[src/sv/sss_pkg.sv]
// shared types and constants for the substring search block
`timescale 1ns / 1ps
`default_nettype none
package sss_pkg;

  localparam int BYTE_W   = 8;
  localparam int PIDX_W   = 6;
  localparam int LEN_W    = 7;
  localparam int OFFS_W   = 16;
  localparam int RES_W    = 17;
  localparam int CFG_IDX_W  = 1;
  localparam int CFG_DATA_W = 16;

  typedef logic [BYTE_W-1:0]       byte_t;
  typedef logic [PIDX_W-1:0]       pidx_t;
  typedef logic [LEN_W-1:0]        len_t;
  typedef logic [OFFS_W-1:0]       offs_t;
  typedef logic signed [RES_W-1:0] res_t;

  localparam res_t NO_MATCH = '1;
  localparam byte_t TEXT_END = '0;

  typedef enum logic {
    OP_LOAD = 1'b0,
    OP_TEXT = 1'b1
  } opcode_t;

  typedef enum logic [CFG_IDX_W-1:0] {
    REG_PATTERN_LENGTH = 1'b0,
    REG_START_OFFSET   = 1'b1
  } reg_idx_t;

  // control broadcast to every cell of the row
  typedef struct packed {
    logic  step;
    logic  clear;
    logic  load;
    pidx_t load_index;
    byte_t data;
    len_t  len;
  } cell_ctrl_t;

endpackage
`default_nettype wire

[src/sv/sss_ifs.sv]
// request channel interfaces for text/pattern input and match results
`timescale 1ns / 1ps
`default_nettype none
interface sss_in_if;
  import sss_pkg::*;
  logic  valid;
  logic  ready;
  logic  opcode;
  pidx_t pattern_index;
  byte_t data_byte;
  logic  last_byte;
  modport source (output valid, output opcode, output pattern_index, output data_byte,
                  output last_byte, input ready);
  modport sink (input valid, input opcode, input pattern_index, input data_byte,
                input last_byte, output ready);
endinterface

interface sss_out_if;
  import sss_pkg::*;
  logic valid;
  logic ready;
  res_t match_offset;
  modport source (output valid, output match_offset, input ready);
  modport sink (input valid, input match_offset, output ready);
endinterface
`default_nettype wire

[src/sv/sss_cell.sv]
// one pattern cell: stored byte and partial match bit
`timescale 1ns / 1ps
`default_nettype none
module sss_cell #(
  parameter int J = 0
) (
  input  wire logic               clk,
  input  wire logic               rst,
  input  wire sss_pkg::cell_ctrl_t ctrl,
  input  wire logic               prev_bit,
  output logic                    match_bit,
  output logic                    hit
);
  import sss_pkg::*;

  byte_t pat;
  logic  match_bit_next;
  logic  active;
  logic  is_last;

  assign active  = int'(ctrl.len) > J;
  assign is_last = int'(ctrl.len) == J + 1;

  always_comb begin
    match_bit_next = match_bit;
    if (ctrl.step) begin
      match_bit_next = active && prev_bit && (pat == ctrl.data);
    end
  end

  assign hit = ctrl.step && is_last && match_bit_next;

  always_ff @(posedge clk) begin
    if (rst || ctrl.clear) begin
      match_bit <= 1'b0;
    end else begin
      match_bit <= match_bit_next;
    end
  end

  // pattern byte, undefined until loaded
  always_ff @(posedge clk) begin
    if (ctrl.load && int'(ctrl.load_index) == J) begin
      pat <= ctrl.data;
    end
  end

endmodule
`default_nettype wire

[src/sv/sss_out_buf.sv]
// two-entry result buffer: output register plus skid register
`timescale 1ns / 1ps
`default_nettype none
module sss_out_buf (
  input  wire logic          clk,
  input  wire logic          rst,
  input  wire logic          push,
  input  wire sss_pkg::res_t push_data,
  output logic               space,
  sss_out_if.source          result
);
  import sss_pkg::*;

  logic ov;
  logic sv;
  res_t od;
  res_t sd;
  logic pop;

  assign pop   = ov && result.ready;
  assign space = !sv;
  assign result.valid        = ov;
  assign result.match_offset = od;

  always_ff @(posedge clk) begin
    if (rst) begin
      ov <= 1'b0;
      sv <= 1'b0;
    end else if (pop) begin
      if (sv) begin
        sv <= 1'b0;
      end else begin
        ov <= push;
      end
    end else if (!ov) begin
      ov <= push;
    end else if (push) begin
      sv <= 1'b1;
    end
  end

  always_ff @(posedge clk) begin
    if (pop && sv) begin
      od <= sd;
    end else if ((pop && !sv) || !ov) begin
      od <= push_data;
    end
    if (ov && !pop && push) begin
      sd <= push_data;
    end
  end

endmodule
`default_nettype wire

[src/sv/substring_search_from_offset.sv]
// top level of the streaming first-occurrence substring search
//
//   channel  dir  payload                                          role
//   text     in   opcode, pattern_index, data_byte, last_byte      pattern loads, text bytes
//   result   out  match_offset (17b signed, -1 when no match)      one per text
//   cfg      in   cfg_we, cfg_index, cfg_data                      pattern_length, start_offset
//
// one request per cycle while ready is high; the result that a text byte decides
// is registered in the output buffer. the rate is set by the cell row, which
// compares every pattern byte with the incoming byte in the same cycle.
// the two-entry output buffer keeps text requests flowing while one result
// waits; ready drops only when both entries are full.
// synchronous reset clears the match bits, position and flags; pattern bytes
// are undefined until loaded.
`timescale 1ns / 1ps
`default_nettype none
module substring_search_from_offset #(
  parameter int PATTERN_MAX = 64,
  parameter int TEXT_MAX    = 65536
) (
  input  wire logic                                clk,
  input  wire logic                                rst,
  sss_in_if.sink                                   text,
  sss_out_if.source                                result,
  input  wire logic                                cfg_we,
  input  wire logic [sss_pkg::CFG_IDX_W-1:0]       cfg_index,
  input  wire logic [sss_pkg::CFG_DATA_W-1:0]      cfg_data
);
  import sss_pkg::*;

  localparam int POS_W = $clog2(TEXT_MAX);
  localparam logic [POS_W-1:0] POS_LAST = POS_W'(TEXT_MAX - 1);

  // configuration registers
  len_t  pattern_length;
  offs_t start_offset;

  // per-text state
  logic [POS_W-1:0] pos;
  logic             answer_given;
  logic             text_ended;

  logic             space;
  logic             accept;
  logic             is_text;
  logic             live;
  logic             byte_step;
  len_t             len_eff;
  logic             seed;
  cell_ctrl_t       ctrl;
  logic [PATTERN_MAX-1:0] mbit;
  logic [PATTERN_MAX-1:0] hits;
  logic             hit;
  logic             empty_hit;
  logic             found;
  logic             res_push;
  res_t             res_data;
  logic [POS_W-1:0] start_pos;
  logic [POS_W+RES_W-1:0] start_wide;

  assign text.ready = space;
  assign accept     = text.valid && text.ready;
  assign is_text    = text.opcode == OP_TEXT;
  // a text byte still counts until the answer is out or a zero byte ends it
  assign live       = accept && is_text && !answer_given && !text_ended;
  assign byte_step  = live && (text.data_byte != TEXT_END);

  // lengths above the cell count use the whole row
  assign len_eff = (32'(pattern_length) > 32'(PATTERN_MAX)) ? LEN_W'(PATTERN_MAX)
                                                           : pattern_length;
  assign seed    = 32'(pos) >= 32'(start_offset);

  always_comb begin
    ctrl.step       = byte_step && (len_eff != '0);
    ctrl.clear      = accept && is_text && text.last_byte;
    ctrl.load       = accept && !is_text;
    ctrl.load_index = text.pattern_index;
    ctrl.data       = text.data_byte;
    ctrl.len        = len_eff;
  end

  // the cell row: each cell hands its match bit to the next one
  for (genvar j = 0; j < PATTERN_MAX; j++) begin : g_cell
    logic prev_bit;
    if (j == 0) begin : g_head
      assign prev_bit = seed;
    end else begin : g_link
      assign prev_bit = mbit[j-1];
    end
    sss_cell #(.J(j)) u_cell (
      .clk       (clk),
      .rst       (rst),
      .ctrl      (ctrl),
      .prev_bit  (prev_bit),
      .match_bit (mbit[j]),
      .hit       (hits[j])
    );
  end

  assign hit       = |hits;
  // empty pattern matches at the first position at or past the offset
  assign empty_hit = byte_step && (len_eff == '0) && seed;
  assign found     = hit || empty_hit;

  // match start, low bits of the position less the pattern length minus one
  assign start_pos  = empty_hit ? pos : pos - POS_W'(len_eff - len_t'(1));
  assign start_wide = {RES_W'(0), start_pos};

  assign res_push = found || (accept && is_text && text.last_byte && !answer_given);
  assign res_data = found ? res_t'(start_wide[RES_W-1:0]) : NO_MATCH;

  sss_out_buf u_out (
    .clk       (clk),
    .rst       (rst),
    .push      (res_push),
    .push_data (res_data),
    .space     (space),
    .result    (result)
  );

  // configuration writes
  always_ff @(posedge clk) begin
    if (rst) begin
      pattern_length <= '0;
      start_offset   <= '0;
    end else if (cfg_we) begin
      unique case (reg_idx_t'(cfg_index))
        REG_PATTERN_LENGTH: pattern_length <= cfg_data[LEN_W-1:0];
        REG_START_OFFSET:   start_offset   <= cfg_data[OFFS_W-1:0];
        default: ;
      endcase
    end
  end

  // position, answer and end flags
  always_ff @(posedge clk) begin
    if (rst || ctrl.clear) begin
      pos          <= '0;
      answer_given <= 1'b0;
      text_ended   <= 1'b0;
    end else begin
      if (live && (text.data_byte == TEXT_END)) begin
        text_ended <= 1'b1;
      end
      if (found) begin
        answer_given <= 1'b1;
      end
      // position saturates at the last text slot
      if (byte_step && (pos != POS_LAST)) begin
        pos <= pos + POS_W'(1);
      end
    end
  end

  // skid entry only fills behind a waiting output entry
  a_skid_order: assert property (@(posedge clk) disable iff (rst)
    u_out.sv |-> u_out.ov)
    else $error("skid entry valid while output entry empty");

  // results come only from text requests
  a_res_src: assert property (@(posedge clk) disable iff (rst)
    res_push |-> (accept && is_text))
    else $error("result pushed without a text request");

  // a last byte with no earlier answer always gives a result
  a_last_res: assert property (@(posedge clk) disable iff (rst)
    (accept && is_text && text.last_byte && !answer_given) |-> res_push)
    else $error("text ended without a result");

  // per-text state is cleared after the last byte
  a_clear: assert property (@(posedge clk) disable iff (rst)
    (accept && is_text && text.last_byte) |=> (!answer_given && !text_ended && pos == '0))
    else $error("per-text state not cleared after last byte");

endmodule
`default_nettype wire
[src/flat_wrapper.sv]
// flat-port wrapper written by rule: the top's interface ports become plain ports
module substring_search_from_offset_flat import sss_pkg::*;
#(
  parameter int PATTERN_MAX = 64,
  parameter int TEXT_MAX    = 65536
)
  (clk, rst, cfg_we, cfg_index, cfg_data, text_valid, text_opcode, text_pattern_index, text_data_byte, text_last_byte, text_ready, result_valid, result_match_offset, result_ready);
  sss_in_if text_i ();
  sss_out_if result_i ();
  input  wire logic clk;
  input  wire logic rst;
  input  wire logic cfg_we;
  input  wire logic [sss_pkg::CFG_IDX_W-1:0] cfg_index;
  input  wire logic [sss_pkg::CFG_DATA_W-1:0] cfg_data;
  input wire logic [$bits(text_i.valid)-1:0] text_valid;
  input wire logic [$bits(text_i.opcode)-1:0] text_opcode;
  input wire logic [$bits(text_i.pattern_index)-1:0] text_pattern_index;
  input wire logic [$bits(text_i.data_byte)-1:0] text_data_byte;
  input wire logic [$bits(text_i.last_byte)-1:0] text_last_byte;
  output wire logic [$bits(text_i.ready)-1:0] text_ready;
  output wire logic [$bits(result_i.valid)-1:0] result_valid;
  output wire logic [$bits(result_i.match_offset)-1:0] result_match_offset;
  input wire logic [$bits(result_i.ready)-1:0] result_ready;
  assign text_i.valid = text_valid;
  assign text_i.opcode = text_opcode;
  assign text_i.pattern_index = text_pattern_index;
  assign text_i.data_byte = text_data_byte;
  assign text_i.last_byte = text_last_byte;
  assign text_ready = text_i.ready;
  assign result_valid = result_i.valid;
  assign result_match_offset = result_i.match_offset;
  assign result_i.ready = result_ready;
  substring_search_from_offset #(.PATTERN_MAX(PATTERN_MAX), .TEXT_MAX(TEXT_MAX)) u_core (.clk(clk), .rst(rst), .text(text_i), .result(result_i), .cfg_we(cfg_we), .cfg_index(cfg_index), .cfg_data(cfg_data));
endmodule
[config.mk]
export PLATFORM = sky130hd
export DESIGN_NAME = substring_search_from_offset_flat
export DESIGN_NICKNAME = d
export VERILOG_FILES = /design/src/sv/sss_pkg.sv /design/src/sv/sss_ifs.sv /design/src/sv/sss_cell.sv /design/src/sv/sss_out_buf.sv /design/src/sv/substring_search_from_offset.sv /design/src/flat_wrapper.sv
export SDC_FILE = /design/constraint.sdc
export NUM_CORES = 1
export LEC_CHECK = 0
export BUFFER_PORTS_ARGS = -buffer_cell sky130_fd_sc_hd__buf_2
export CAP_MARGIN = 0
export CORE_MARGIN = 2
export CORE_UTILIZATION = 66
export DETAILED_ROUTE_END_ITERATION = 8
export PLACE_DENSITY_LB_ADDON = 0.2
export SYNTH_ARGS = -nofsm -noshare
export SYNTH_HDL_FRONTEND = slang
export SYNTH_SLANG_ARGS = --single-unit
[constraint.sdc]
create_clock -name clk -period 7 [get_ports clk]
set_clock_uncertainty 0.05 [all_clocks]
set_input_delay 0.35 -clock clk [delete_from_list [all_inputs] [get_ports clk]]
set_output_delay 0.35 -clock clk [all_outputs]
set_load 0.03 [all_outputs]
## Yosys cells after proc, flatten, opt, wreduce, memory -nomap -nowiden

Index checks and enable logic that the tools add are counted.

- Output and inout bits: 19
- Bits in registers: 653
- Bits of input ports: 38

- $lt $le $gt $ge: 66
- Bitwise logic cells: 1
- Mux-type cells: 72
- Reductions and logical operators: 359
- Add/sub/neg operators: 3
- Equal/unequal tests: 193

Operators with widths:

| operator | count |
|---|---|
| equality test 8 bit | 64 |
| logical AND 1 bit | 338 |
| equality test 7 bit (second input constant) | 33 |
| > comparator 7 x 6 -> 1 bit (second input constant) | 32 |
| equality test 6 bit (second input constant) | 32 |
| equality test 7 x 6 -> 1 bit (second input constant) | 16 |
| > comparator 7 x 5 -> 1 bit (second input constant) | 16 |
| equality test 6 x 5 -> 1 bit (second input constant) | 16 |
| two-way mux 1 bit | 67 |
| OR reduction 64 bit | 1 |
| equality test 7 x 5 -> 1 bit (second input constant) | 8 |
| > comparator 7 x 4 -> 1 bit (second input constant) | 8 |
| two-way mux 17 bit | 3 |
| equality test 6 x 4 -> 1 bit (second input constant) | 8 |
| equality test 7 x 4 -> 1 bit (second input constant) | 4 |
| > comparator 7 x 3 -> 1 bit (second input constant) | 4 |
| equality test 6 x 3 -> 1 bit (second input constant) | 4 |
| adder 16 x 1 -> 16 bit (second input constant) | 1 |
| >= comparator 16 bit | 1 |
| two-way mux 16 bit | 1 |
| inequality test 16 bit (second input constant) | 1 |
| subtractor 16 bit | 1 |
| equality test 7 x 3 -> 1 bit (second input constant) | 2 |
| > comparator 7 x 1 -> 1 bit (second input constant) | 2 |
| other kinds (19) | 31 |

## Depth between registers and ports, before layout

Gate-level depths: netlist (run 1).

- Word-level depth: 14
- Gate-level depth with buffers: 22
- Mapped depth without buffers: 16

## Worst setup path after synthesis (run 1)

No wires, ideal clock.

- Path type: reg-to-reg
- Start: register u_core.pattern_length[6]
- End: register u_core.u_out.od[15] (netlist: u_core.u_out.result.match_offset[15]) (data pin)
- Cell stages (with the launch flop): 22
- Library setup time: 261 ps
- Setup slack: 2566 ps
- Path buffers: 6
- Clock period less this slack: 4434 ps
- Required time: 6689 ps
- Arrival: 4124 ps
- Cell sequence: dfxtp_1 -> buf_2 -> buf_2 -> clkbuf_1 -> clkbuf_1 -> clkbuf_1 -> nand2b_1 -> ha_1 -> buf_2 -> o21a_1 -> xnor2_1 -> ha_1 -> and2_1 -> a31oi_1 -> nand3_1 -> a31oi_1 -> o21ai_0 -> o41ai_1 -> xnor2_1 -> nand2_1 -> xor2_1 -> a21oi_1

- Cells in the longest elaborated chain, start to end: 12

RTL lines:

| element | RTL line | source |
|---|---|---|
| from (decl) | substring_search_from_offset.sv:35 | `len_t pattern_length;` |
| from (signal assigned) | substring_search_from_offset.sv:128 | `REG_PATTERN_LENGTH: pattern_length <= cfg_data[LEN_W-1:0];` |
| > comparator 7 bit | substring_search_from_offset.sv:69 | `assign len_eff = (32'(pattern_length) > 32'(PATTERN_MAX)) ? LEN_W'(PATTERN_MAX)` |
| two-way mux 7 bit * | substring_search_from_offset.sv:69 |  |
| branches (longest 7 deep; another with subtractor 16 bit) | -- |  |
| two-way mux 17 bit * | substring_search_from_offset.sv:110 | `assign res_data = found ? res_t'(start_wide[RES_W-1:0]) : NO_MATCH;` |
| two-way mux 17 bit * | sss_out_buf.sv:45 | `end else if ((pop && !sv) \|\| !ov) begin` |
| two-way mux 17 bit * | sss_out_buf.sv:43 | `if (pop && sv) begin` |
| to (signal assigned) | sss_out_buf.sv:46 | `od <= push_data;` |
| to (decl) | sss_out_buf.sv:16 | `res_t od;` |

Every way passes the cells marked *. The select of a mux whose other input is x is not followed.
A chain may end at the register's enable or synchronous reset.

## Worst setup path after layout (run 1)

- Start: register u_core.pattern_length[1]
- End: register u_core.u_out.sd[3], enable pin

- Cells in the longest elaborated chain, start to end: 11

RTL lines:

| element | RTL line | source |
|---|---|---|
| > comparator 7 bit | substring_search_from_offset.sv:69 |  |
| two-way mux 7 bit * | substring_search_from_offset.sv:69 |  |
| > comparator 7 x 6 -> 1 bit (tied with other cells) | sss_cell.sv:21 | `assign active = int'(ctrl.len) > J;` |
| logical AND 1 bit (2 in a row) | sss_cell.sv:27 | `match_bit_next = active && prev_bit && (pat == ctrl.data);` |
| two-way mux 1 bit | sss_cell.sv:26 | `if (ctrl.step) begin` |
| logical AND 1 bit | sss_cell.sv:31 | `assign hit = ctrl.step && is_last && match_bit_next;` |
| OR reduction 64 bit | substring_search_from_offset.sv:100 | `assign hit = \|hits;` |
| logical OR 1 bit * | substring_search_from_offset.sv:103 | `assign found = hit \|\| empty_hit;` |
| logical OR 1 bit * | substring_search_from_offset.sv:109 | `assign res_push = found \|\| (accept && is_text && text.last_byte && !answer_given);` |
| logical AND 1 bit * | sss_out_buf.sv:48 | `if (ov && !pop && push) begin` |
| to (signal assigned) | sss_out_buf.sv:49 | `sd <= push_data;` |
| to (decl) | sss_out_buf.sv:17 | `res_t sd;` |

Every way passes the cells marked *; elsewhere a longest branch is shown, timed or not.

==> out/summary.txt, run 1 <==
Final core occ - 73.3%
Critical Path AT - 5270 ps
FF+latch count, synth - 653
Inserted Clock Buffers - 66
Wirelength, routed - 81400 um
Die X - 218 um
Hold Violations, Final - 0
Std cell rows - 78
Fin. max-slew vios - 0
# IOs - 57
Final worst setup slack - 1930 ps
Pleak - 10.3 nW
Clk_lat worst skew - 620 ps
Initial antenna violation count - 5
First-pass GRT wire length - 122000 um
# fillers - 2960
Placed wire-length estimate - 53600 um
Max Cap Viol - 0
Area of the multi-input gates - 0.0109 mm^2
Residual DRC - 0
Gpl congestion - 0.991
Hold Crit Class - input pin to flip-flop
Syn-to-layout area delta - 9.88%
CP Data Required Time - 7200 ps
Placed Area - 0.0310 mm^2
Drt first pass iters - 6
Commonest non-fill, non-tap cell in the layout - edfxtp_1
ANT nets after route - 0
Commonest non-fill, non-tap cells in the layout - edfxtp_1 (546), xnor2_1 (402), nand2_1 (227)
VDD IR max - 0.258 mV
Final setup vio count - 0
Post-synth EDFFs - 546
Pwr Density - 250 mW/mm^2
Post_cts resized - 0
Main synth FF type - edfxtp_1
Mapped Cells - 2464
Setup TNS Final - 0 ps
Clock Tree Buf Depth - 3
Initial Util - 66.7%
GR Util All Layers - 34.6%
Vias in the first global route - 19300
Slew @ Worst Pin - 1230 ps
Critical path type - flip-flop to flip-flop
Drt via density - 6.35
Clock Root Buffer - clkbuf_16
Vias - 20100
CTS Sinks - 653
Layout cell share with drive strength beyond 1 - 7.70%
Yosys warning total - 0
Register area - 0.0185 mm^2
CP Launch Type - flip-flop
# port buffers - 56
Unrepaired setup endpoints after global routing - false
Pre-CTS setup slack - 1840 ps
H-Tree Depth - 3
First DRT Iteration DRCs - 2435
Yosys cell types - 77
Core area - 0.0453 mm^2
Post-synthesis cell area - 0.0302 mm^2
Rel. slew slack - 17.1%
GRT Residual Overflow - 0
TritonCTS clock tree - done
Avg Cell Area, Syn - 12.3 um^2
Pin count of the biggest net entering global routing - 83
Final #Nets - 2580
Final instance area - 0.0332 mm^2
Share of synthesized area occupied by flip-flops and latches - 61.4%
Peak Freq - 197 MHz
Ys async rst share - 0%
Final worst path period need - 5070 ps
Die Span Y - 218 um
Period utilization - 72.4%
Syn Nets - 2539
Post-DR wirelength/cell - 25.8 um
Worst Path Max Fanout - 46
Crit end category - flip-flop
Clock transition at path regs - 70 ps
Die Area - 0.0475 mm^2
Status - finished clean
Setup bufs post-CTS - 0
cell usage after synthesis, drive strengths merged, types with 38 or more instances:
master	n	share of area [%]
a21oi	133	2.2
buf	80	1.4
clkbuf	51	0.63
dfxtp	107	7.1
edfxtp	546	54
nand2	228	2.8
nand3	70	1.2
nand4	78	1.6
nor2	172	2.2
nor4	72	1.5
o21ai	38	0.64
xnor2	402	12
xor2	136	3.9
registers in the layout, summed over array words and instances, names as in the netlist:
name,flops
u_core.answer_given,1
u_core.g_cell.u_cell.match_bit,64
u_core.g_cell.u_cell.pat,512
u_core.pattern_length,7
u_core.pos,16
u_core.start_offset,16
u_core.text_ended,1
u_core.u_out.result.match_offset,17
u_core.u_out.result.valid,1
u_core.u_out.sd,17
u_core.u_out.sv,1
metal layers:
metal | vias to the layer above | wire length (um) | GRT usage [%]
met1 | 10000 | 34500 | 49.8
met5 | - | 53 | 0
li1 | 8957 | - | -
met3 | 157 | 6120 | 4.92
met4 | 8 | 2480 | 11.7
met2 | 940 | 38300 | 54.8
cell families (layout without fill, tap and decap cells):
family	Yosys count	after routing	share of synthesized area, %
and+or+nand+nor	769	769	12.5
muxes	14	14	0.464
AOI/OAI and AO/OA	289	289	6.08
buffers and inverters	164	258	2.43
other	0	1	0
xor gates and xnor gates	538	538	15.6
adders and majority gates	37	37	1.56
DFF	653	653	61.4
final cells by class:
cell class	count	area share, %
sequential	653	55.9
multi-input combinational	1647	33.0
clock buffer	83	5.17
timing repair buffer	104	2.40
tap	600	2.26
clock inverter	38	0.947
inverter	33	0.373
antenna	1	0.00754
what timing repair did:
item / 4_1_cts / 5_1_grt
hold endpoints to repair: 23 / 0
setup endpoints to repair: 0 / 0
hold buffers: 17 / 0
where the power goes:
group | total, mW | internal [mW] | switching [mW]
Combinational | 0.663 | 0.208 | 0.455
Clock | 3.37 | 1.90 | 1.47
Sequential | 4.25 | 4.23 | 0.0211
Total | 8.28 | 6.34 | 1.95
worst paths after layout:
kind | from | endpoint | slack (ps) | cells after the start
min | text_data_byte[7] | u_core.g_cell[8].u_cell.pat[7] | 60 | 1
max | u_core.pattern_length[1] | u_core.u_out.sd[3] | 1930 | 14
max reg2reg | u_core.pattern_length[1] | u_core.u_out.sd[3] | 1930 | 14
min reg2reg | u_core.g_cell[37].u_cell.match_bit | u_core.g_cell[37].u_cell.match_bit | 410 | 2
through the flow:
| stage | hold slack [ps] | cells | power (mW) |
|---|---|---|---|
| after floorplan | 379 | 2464 | 4.74 |
| after global placement | 388 | 3020 | 4.96 |
| after detailed placement | 396 | 3020 | 4.97 |
| after CTS | 44.8 | 3158 | 8.29 |
| after global routing | 50.3 | 3159 | 8.51 |
| final | 56.5 | 3159 | 8.28 |
critical path, cell delays in order (launching register included):
cell and delay, ps:
dfxtp_1 650, nand2b_1 230, ha_1 410, nand2b_1 230
nor2_4 80, or2_2 640, buf_12 350, a2111oi_0 320
a21oi_1 110, o21ai_0 200, a32oi_1 120, and3_1 240
o21ai_2 110, buf_4 380, o21ba_2 510
Power figures use the tool's default switching activity.
==> inputs of run 2 (changes only) <==
--- a/config.mk
+++ b/config.mk
@@ -8,7 +8,7 @@
 export BUFFER_PORTS_ARGS = -buffer_cell sky130_fd_sc_hd__buf_2
 export CAP_MARGIN = 0
 export CORE_MARGIN = 2
-export CORE_UTILIZATION = 66
+export CORE_UTILIZATION = 57
 export DETAILED_ROUTE_END_ITERATION = 8
 export PLACE_DENSITY_LB_ADDON = 0.2
 export SYNTH_ARGS = -nofsm -noshare
==> constraint.sdc (replaced) <==
create_clock -name clk -period 4.2 [get_ports clk]
set_clock_uncertainty 0.05 [all_clocks]
set_input_delay 0.21 -clock clk [delete_from_list [all_inputs] [get_ports clk]]
set_output_delay 0.21 -clock clk [all_outputs]
set_load 0.03 [all_outputs]
==> run 2 against run 1 <==
Effect of this change:
- critical path depth did not move
- sequential power grew 66%
- clock power rose by 78%
- die area up 15%
- utilization is 7.7 points lower
- worst setup slack worse by 1800 ps
- worst hold slack worse by 42 ps
- combinational power up 83%
- maximum frequency is 24% higher
- cell count rose by 6.0%
- total power up 73%
- largest power group unchanged
==> out/summary.txt, run 2 (synthesis results as in run 1) <==
Status - finished clean
Biggest regs - u_core.g_cell.u_cell.pat: 512 flops, u_core.g_cell.u_cell.match_bit: 64 flops
GR Util All Layers - 30.5% (-4.1 points)
Final worst path period need - 4080 ps (-985 ps)
Core area - 0.0524 mm^2 (+16%)
ANT nets after route - 0 (unchanged)
Die X - 234 um (+7.5%)
CTS Sinks - 653 (unchanged)
Setup bufs post-CTS - 0 (unchanged)
CP max stage cell - or3b_2
CP Data Required Time - 4520 ps (-2680 ps)
CP Launch Type - flip-flop
Max reg flops - 512 (unchanged)
Drt first pass iters - 5 (-1)
Commonest non-fill, non-tap cells in the layout - edfxtp_1 (546), xnor2_1 (402), nand2_1 (227)
H-Tree Depth - 3 (unchanged)
Post-DR wirelength/cell - 24.6 um (-4.5%)
Setup TNS Final - 0 ps (unchanged)
Critical-path cell list - nand2b_1 > inv_1 > ha_1 > nand2b_1 > or3b_2 > nor2_1 > nor4_1 > a32o_1 > a222oi_1 > nand4_1 > nor4_4 > o21ai_2 > o21ba_2 > buf_12
Inserted Clock Buffers - 68 (+3.0%)
Slew @ Worst Pin - 1170 ps (-61.8 ps)
# port buffers - 56 (unchanged)
Placed wire-length estimate - 57100 um (+6.6%)
Hold Crit Class - input pin to flip-flop
Residual DRC - 0 (unchanged)
Commonest non-fill, non-tap cell in the layout - edfxtp_1
Syn-to-layout area delta - 13.8%
Final setup vio count - 0 (unchanged)
N_diodes - 0 (-1)
Initial Util - 57.6% (-9.1 points)
Period utilization - 97.2% (+25 points)
Peak Freq - 245 MHz (+24%)
Crit end category - flip-flop
Vias - 20200 (+0.67%)
Clock Root Buffer - clkbuf_16
Pleak - 11.0 nW (+6.1%)
Drt via density - 6.03 (-5.0%)
Gpl congestion - 1.01 (+1.7%)
Largest Register - u_core.g_cell.u_cell.pat
Pin count of the biggest net entering global routing - 66 (-20%)
Rel. slew slack - 21.7% (+4.6 points)
Critical Path Max Stage Delay - 590 ps (-60 ps)
Std cell rows - 84 (+7.7%)
Hold Violations, Final - 0 (unchanged)
CP bufs+invs - 2 (unchanged)
Final #Nets - 2682 (+4.0%)
Vias in the first global route - 19500 (+1.2%)
Clock Tree Buf Depth - 3 (unchanged)
Critical path type - flip-flop to flip-flop
Layout cell share with drive strength beyond 1 - 11.5% (+3.8 points)
First DRT Iteration DRCs - 1975 (-19%)
Worst Path Max Fanout - 13 (-72%)
Delay-heaviest family, CP - simple AND/OR/NAND/NOR gates
First-pass GRT wire length - 123000 um (+1.2%)
GRT Residual Overflow - 0 (unchanged)
Initial antenna violation count - 0 (-5)
Wirelength, routed - 82400 um (+1.2%)
Die Span Y - 234 um (+7.5%)
# IOs - 57 (unchanged)
Fin. max-slew vios - 0 (unchanged)
Die Area - 0.0548 mm^2 (+15%)
Pwr Density - 416 mW/mm^2 (+67%)
Most used cell, CP - nand2b_1
Final core occ - 65.5% (-7.7 points)
TritonCTS clock tree - done
Clk_lat worst skew - 620 ps (about the same)
Max Cap Viol - 0 (unchanged)
Clock transition at path regs - 60 ps (about the same)
VDD IR max - 0.413 mV (+60%)
Critical Path AT - 4400 ps (-870 ps)
==> run 2: changes by cell type in the layout (fill, tap and decap cells not counted), sizes merged <==
cell / delta
clkbuf: +5
buf: +99
dlygate4sd3: +1
inv: -3
diode: -1
bufinv: +3
clkinv: -1
clkinvlp: -1
==> run 2: where the power goes <==
part           switching (mW)  total, mW  leakage, nW  internal, mW
combinational           0.796       1.21         4.13         0.418
clock                    2.49       6.01         1.07          3.52
sequential             0.0211       7.07         5.78          7.05
total                    3.31       14.3         11.0          11.0
==> run 2: repair_timing <==
action / in CTS / in global routing
resized for setup: 0 / 3
setup endpoints to repair: 0 / 23
hold endpoints to repair: 25 / 0
hold buffers: 18 / 0
==> run 2: cell type report <==
type / count / area [um^2]
Sequential cell: 653 / 18500
Fill cell: 3927 / 18100
Multi-Input combinational cell: 1647 / 11000
Clock buffer: 88 / 1830
Timing Repair Buffer: 204 / 1690
Tap cell: 688 / 861
Clock inverter: 36 / 374
Inverter: 33 / 124
==> run 2: worst register-to-register path, stage by stage, from the launching register on <==
cell,delay (ps)
dfxtp_2,340
nand2b_1,230
inv_1,120
ha_1,170
nand2b_1,230
or3b_2,590
nor2_1,260
nor4_1,140
a32o_1,250
a222oi_1,240
nand4_1,200
nor4_4,390
o21ai_2,200
o21ba_2,290
buf_12,150
==> run 2: final timing paths <==
path,depth (start not counted),end,slack (ps),start
setup / recovery,14,u_core.u_out.sd[13],120,u_core.pattern_length[6]
hold / removal,2,u_core.g_cell[60].u_cell.pat[1],10,text_data_byte[1]
setup reg to reg,14,u_core.u_out.sd[13],120,u_core.pattern_length[6]
hold reg to reg,2,u_core.g_cell[52].u_cell.match_bit,410,u_core.g_cell[52].u_cell.match_bit
==> run 2: metrics by stage <==
step | cell area, um^2 | setup slack [ps] | power, mW | hold slack (ps) | instances
floorplan | 30200 | 35.6 | 7.91 | 259 | 2464
global placement | 32000 | 89.6 | 8.37 | 391 | 3207
detailed placement | 32000 | 167 | 8.39 | 399 | 3207
CTS | 34300 | 133 | 14.3 | 4.11 | 3349
global route | 34400 | -13.6 | 14.7 | 12.2 | 3349
finish | 34400 | 119 | 14.3 | 14.1 | 3349
==> run 2: metal layers <==
| metal | routed length, um | track usage, % | up-vias |
|---|---|---|---|
| met1 | 35500 | 42.8 | 10100 |
| met4 | 3170 | 11.2 | 0 |
| met5 | 0 | 0 | - |
| met3 | 5110 | 4.46 | 164 |
| li1 | - | - | 9180 |
| met2 | 38600 | 48.6 | 775 |
==> inputs of run 3 (changes only) <==
--- a/config.mk
+++ b/config.mk
@@ -5,11 +5,13 @@
 export SDC_FILE = /design/constraint.sdc
 export NUM_CORES = 1
 export LEC_CHECK = 0
+export ABC_AREA = 1
 export BUFFER_PORTS_ARGS = -buffer_cell sky130_fd_sc_hd__buf_2
 export CAP_MARGIN = 0
 export CORE_MARGIN = 2
 export CORE_UTILIZATION = 57
 export DETAILED_ROUTE_END_ITERATION = 8
+export GPL_TIMING_DRIVEN = 1
 export PLACE_DENSITY_LB_ADDON = 0.2
 export SYNTH_ARGS = -nofsm -noshare
 export SYNTH_HDL_FRONTEND = slang
==> constraint.sdc (replaced) <==
create_clock -name clk -period 4.2 [get_ports clk]
set_clock_uncertainty 0.05 [all_clocks]
set_input_delay 0.63 -clock clk [delete_from_list [all_inputs] [get_ports clk]]
set_output_delay 0.63 -clock clk [all_outputs]
set_load 0.03 [all_outputs]
==> run 3 against run 2 <==
Effect of this change:
- clock-buffer cell count grew 6
- flip-flop and latch count is the same
- combinational power grew 7%
- final area grew 5.1%
- sequential power is essentially flat
- non-clock buffer count shrank 26
- register-to-register slack gained 240 ps
- synthesized area grew 6.0%
- worst setup slack gained 240 ps
- sequential share of layout area shrank 2.6 points
- largest cell class unchanged
- utilization shrank 0.23 points
==> out/summary.txt, run 3 <==
Status - finished clean
Main synth FF type - edfxtp_1
Inserted Clock Buffers - 72 (+5.9%)
Initial antenna violation count - 0 (unchanged)
Commonest non-fill, non-tap cell in the layout - nand2_1
CP bufs+invs - 4 (+2)
Critical Path Max Stage Delay - 370 ps (-220 ps)
Total placed cells including tap cells - 4208 (+31%)
Commonest non-fill, non-tap cells in the layout - nand2_1 (800), edfxtp_1 (546), nor2_1 (490)
Share of synthesized area occupied by flip-flops and latches - 57.9% (-3.5 points)
Slew @ Worst Pin - 841 ps (-331 ps)
Vias in the first global route - 23900 (+23%)
Yosys warning total - 0 (unchanged)
Yosys cell types - 47 (-39%)
Post-CTS Hold Fix Bufs - 0 (-18)
Post-synth EDFFs - 546 (unchanged)
Largest Register - u_core.g_cell.u_cell.pat
Period utilization - 91.5% (-5.7 points)
Die X - 241 um (+2.9%)
Std cell rows - 86 (+2.4%)
Vias - 24700 (+23%)
Wirelength, routed - 90700 um (+10%)
Pin count of the biggest net entering global routing - 127 (+92%)
Drt first pass iters - 6 (+1)
Post-synthesis cell area - 0.0320 mm^2 (+6.0%)
CTS Sinks - 653 (unchanged)
Critical-path cell list - nor2_1 > nand3_1 > nand2_1 > nand2_1 > ha_2 > nand3_2 > inv_2 > nor2_4 > buf_4 > nand2_1 > nand3_1 > nand2_1 > nor2_1 > nand3_1 > nor2_1 > nand2_1 > nor2_2 > nand3_1 > nand2_1 > inv_1 > buf_12
Rel. slew slack - 43.9% (+22 points)
Hold Path Stages - 2 (unchanged)
Residual DRC - 0 (unchanged)
CP Depth - 21 (+7)
Syn Nets - 3507 (+38%)
FF+latch count, synth - 653 (unchanged)
Clock Root Buffer - clkbuf_16
Final worst path period need - 3840 ps (-239 ps)
Pwr Density - 411 mW/mm^2 (-1.3%)
# IOs - 57 (unchanged)
First-pass GRT wire length - 138000 um (+12%)
Most numerous cell in the Yosys netlist - nand2_1
CP max stage cell - dfxtp_2
Max reg flops - 512 (unchanged)
Critical Path AT - 4160 ps (-240 ps)
Clk_lat worst skew - 630 ps (about the same)
Pleak - 13.9 nW (+27%)
Drt via density - 5.69 (-5.6%)
Largest family of logic cells by synthesized area - simple AND/OR/NAND/NOR gates
Post-DR wirelength/cell - 20.9 um (-15%)
ANT nets after route - 0 (unchanged)
Avg Cell Area, Syn - 9.32 um^2 (-24%)
Worst Path Max Fanout - 17 (+4)
N_diodes - 0 (unchanged)
Non-Filler Instances - 4345 (+30%)
H-Tree Depth - 3 (unchanged)
Hold Crit Class - input pin to flip-flop
Die Span Y - 241 um (+2.9%)
Core area - 0.0553 mm^2 (+5.5%)
Biggest regs - u_core.g_cell.u_cell.pat: 512 flops, u_core.g_cell.u_cell.match_bit: 64 flops
Mapped Cells - 3432 (+39%)
Simple-Gate Fraction of Synth Area - 23.3% (+11 points)
Hold Violations, Final - 0 (unchanged)
Clock transition at path regs - 60 ps (about the same)
Final #Nets - 3613 (+35%)
Complex-gate fraction of the synthesized area - 5.93% (-0.15 points)
Final setup vio count - 0 (unchanged)
Setup TNS Final - 0 ps (unchanged)
# port buffers - 56 (unchanged)
# fillers - 4475 (+14%)
CP Data Required Time - 4520 ps (about the same)
Final core occ - 65.3% (-0.23 points)
GR Util All Layers - 31.7% (+1.2 points)
Placed wire-length estimate - 58000 um (+1.6%)
Crit end category - flip-flop
Clock Tree Buf Depth - 3 (unchanged)
Top post-synthesis cells by count - nand2_1 (801), edfxtp_1 (546), nor2_1 (491)
VDD IR max - 0.372 mV (-10%)
Critical path type - flip-flop to flip-flop
First DRT Iteration DRCs - 2258 (+14%)
Die Area - 0.0580 mm^2 (+5.9%)
Unrepaired setup endpoints after global routing - false
Area share of the largest cell type after synthesis - 51.3% (-3.1 points)
Initial Util - 57.8% (+0.27 points)
Delay-heaviest family, CP - simple AND/OR/NAND/NOR gates
Peak Freq - 260 MHz (+6.2%)
CP Launch Type - flip-flop
Post-synthesis mux area share - 0% (-0.46 points)
TritonCTS clock tree - done
Gpl congestion - 0.954 (-5.4%)
Fin. max-slew vios - 0 (unchanged)
Adder-cell area share of the yosys netlist - 1.47% (-0.088 points)
Syn-to-layout area delta - 12.9%
Layout cell share with drive strength beyond 1 - 11.5% (about the same)
Ys async rst share - 0% (unchanged)
Largest cells by area after synthesis - edfxtp_1 (51%), nand2_1 (9.4%), dfxtp_1 (6.7%), nor2_1 (5.8%), xnor2_1 (3.4%)
Most used cell, CP - nand2_1
Post-Synth XOR/XNOR Area - 6.11% (-9.5 points)
Max Cap Viol - 0 (unchanged)
FF-to-FF path depth - 21 (+7)
GRT Residual Overflow - 0 (unchanged)
Synth area leader - edfxtp_1
## run 3: changes by cell type in the layout (fill, tap and decap cells not counted), moves of 64 or more
| cell | delta |
|---|---|
| nand2_1 | +573 |
| xnor2_1 | -278 |
| nand3_1 | +119 |
| nor2_1 | +320 |
| or2_2 | +84 |
| inv_1 | +212 |
| nor4_1 | -64 |
| o21ai_0 | +154 |
## run 3: area by class of cell
cell class                      count  area (um^2)  area share [%]
Tap cell                          748          936            2.59
Multi-Input combinational cell   2374        11800            32.7
Sequential cell                   653        18500            51.3
Clock buffer                       94         1970            5.45
Clock inverter                     39          450            1.25
Inverter                          259          973            2.70
Timing Repair Buffer              178         1430            3.97
## run 3: what timing repair did
action | in CTS | in global routing
setup endpoints to repair | 0 | 40
buffers inserted | 0 | 4
endpoints found under the hold margin | 0 | 0
resized for setup | 0 | 7
## run 3: through the flow
stage	worst slack, ps	power, mW	hold slack, ps	instance area, um^2
floorplan	627	8.01	379	32000
global placement	287	8.48	404	33700
detailed placement	199	8.50	413	33700
CTS	171	14.9	129	36100
global route	43.4	15.3	133	36100
finish	358	14.8	157	36100
## run 3: path summary, 6_finish.rpt
check                            to                      from  slack [ps]
max              u_core.u_out.sd[9]  u_core.pattern_length[0]         360
min          u_core.start_offset[0]                       rst         160
max reg2reg      u_core.u_out.sd[9]  u_core.pattern_length[0]         360
min reg2reg  u_core.start_offset[4]    u_core.start_offset[4]         420
## run 3: worst register-to-register path, delay by kind of cell (launching register included)
family        cells  cell delay [ps]
buf+inv           4              580
flops             1              370
fa+ha+maj         1              290
simple gates     16             2320
## run 3: where the power goes
group	leakage (nW)	switching [mW]	internal (mW)
registers	5.80	0.0349	7.07
clock network	1.17	2.61	3.82
logic	6.94	0.914	0.380
total	13.9	3.56	11.3
## run 3: per-layer routing
metal,vias up,share of wire [%],GRT usage [%]
li1,11700,-,-
met1,11900,42,43.5
met2,999,47,51.5
met3,191,7.5,4.76
met4,0,3.4,11.3
met5,-,0,0
## run 3: cells by family after synthesis
family | after synthesis
compound gates | 356
xor+xnor | 223
fa+ha+maj | 37
buf+inv | 405
flops | 653
simple gates | 1758
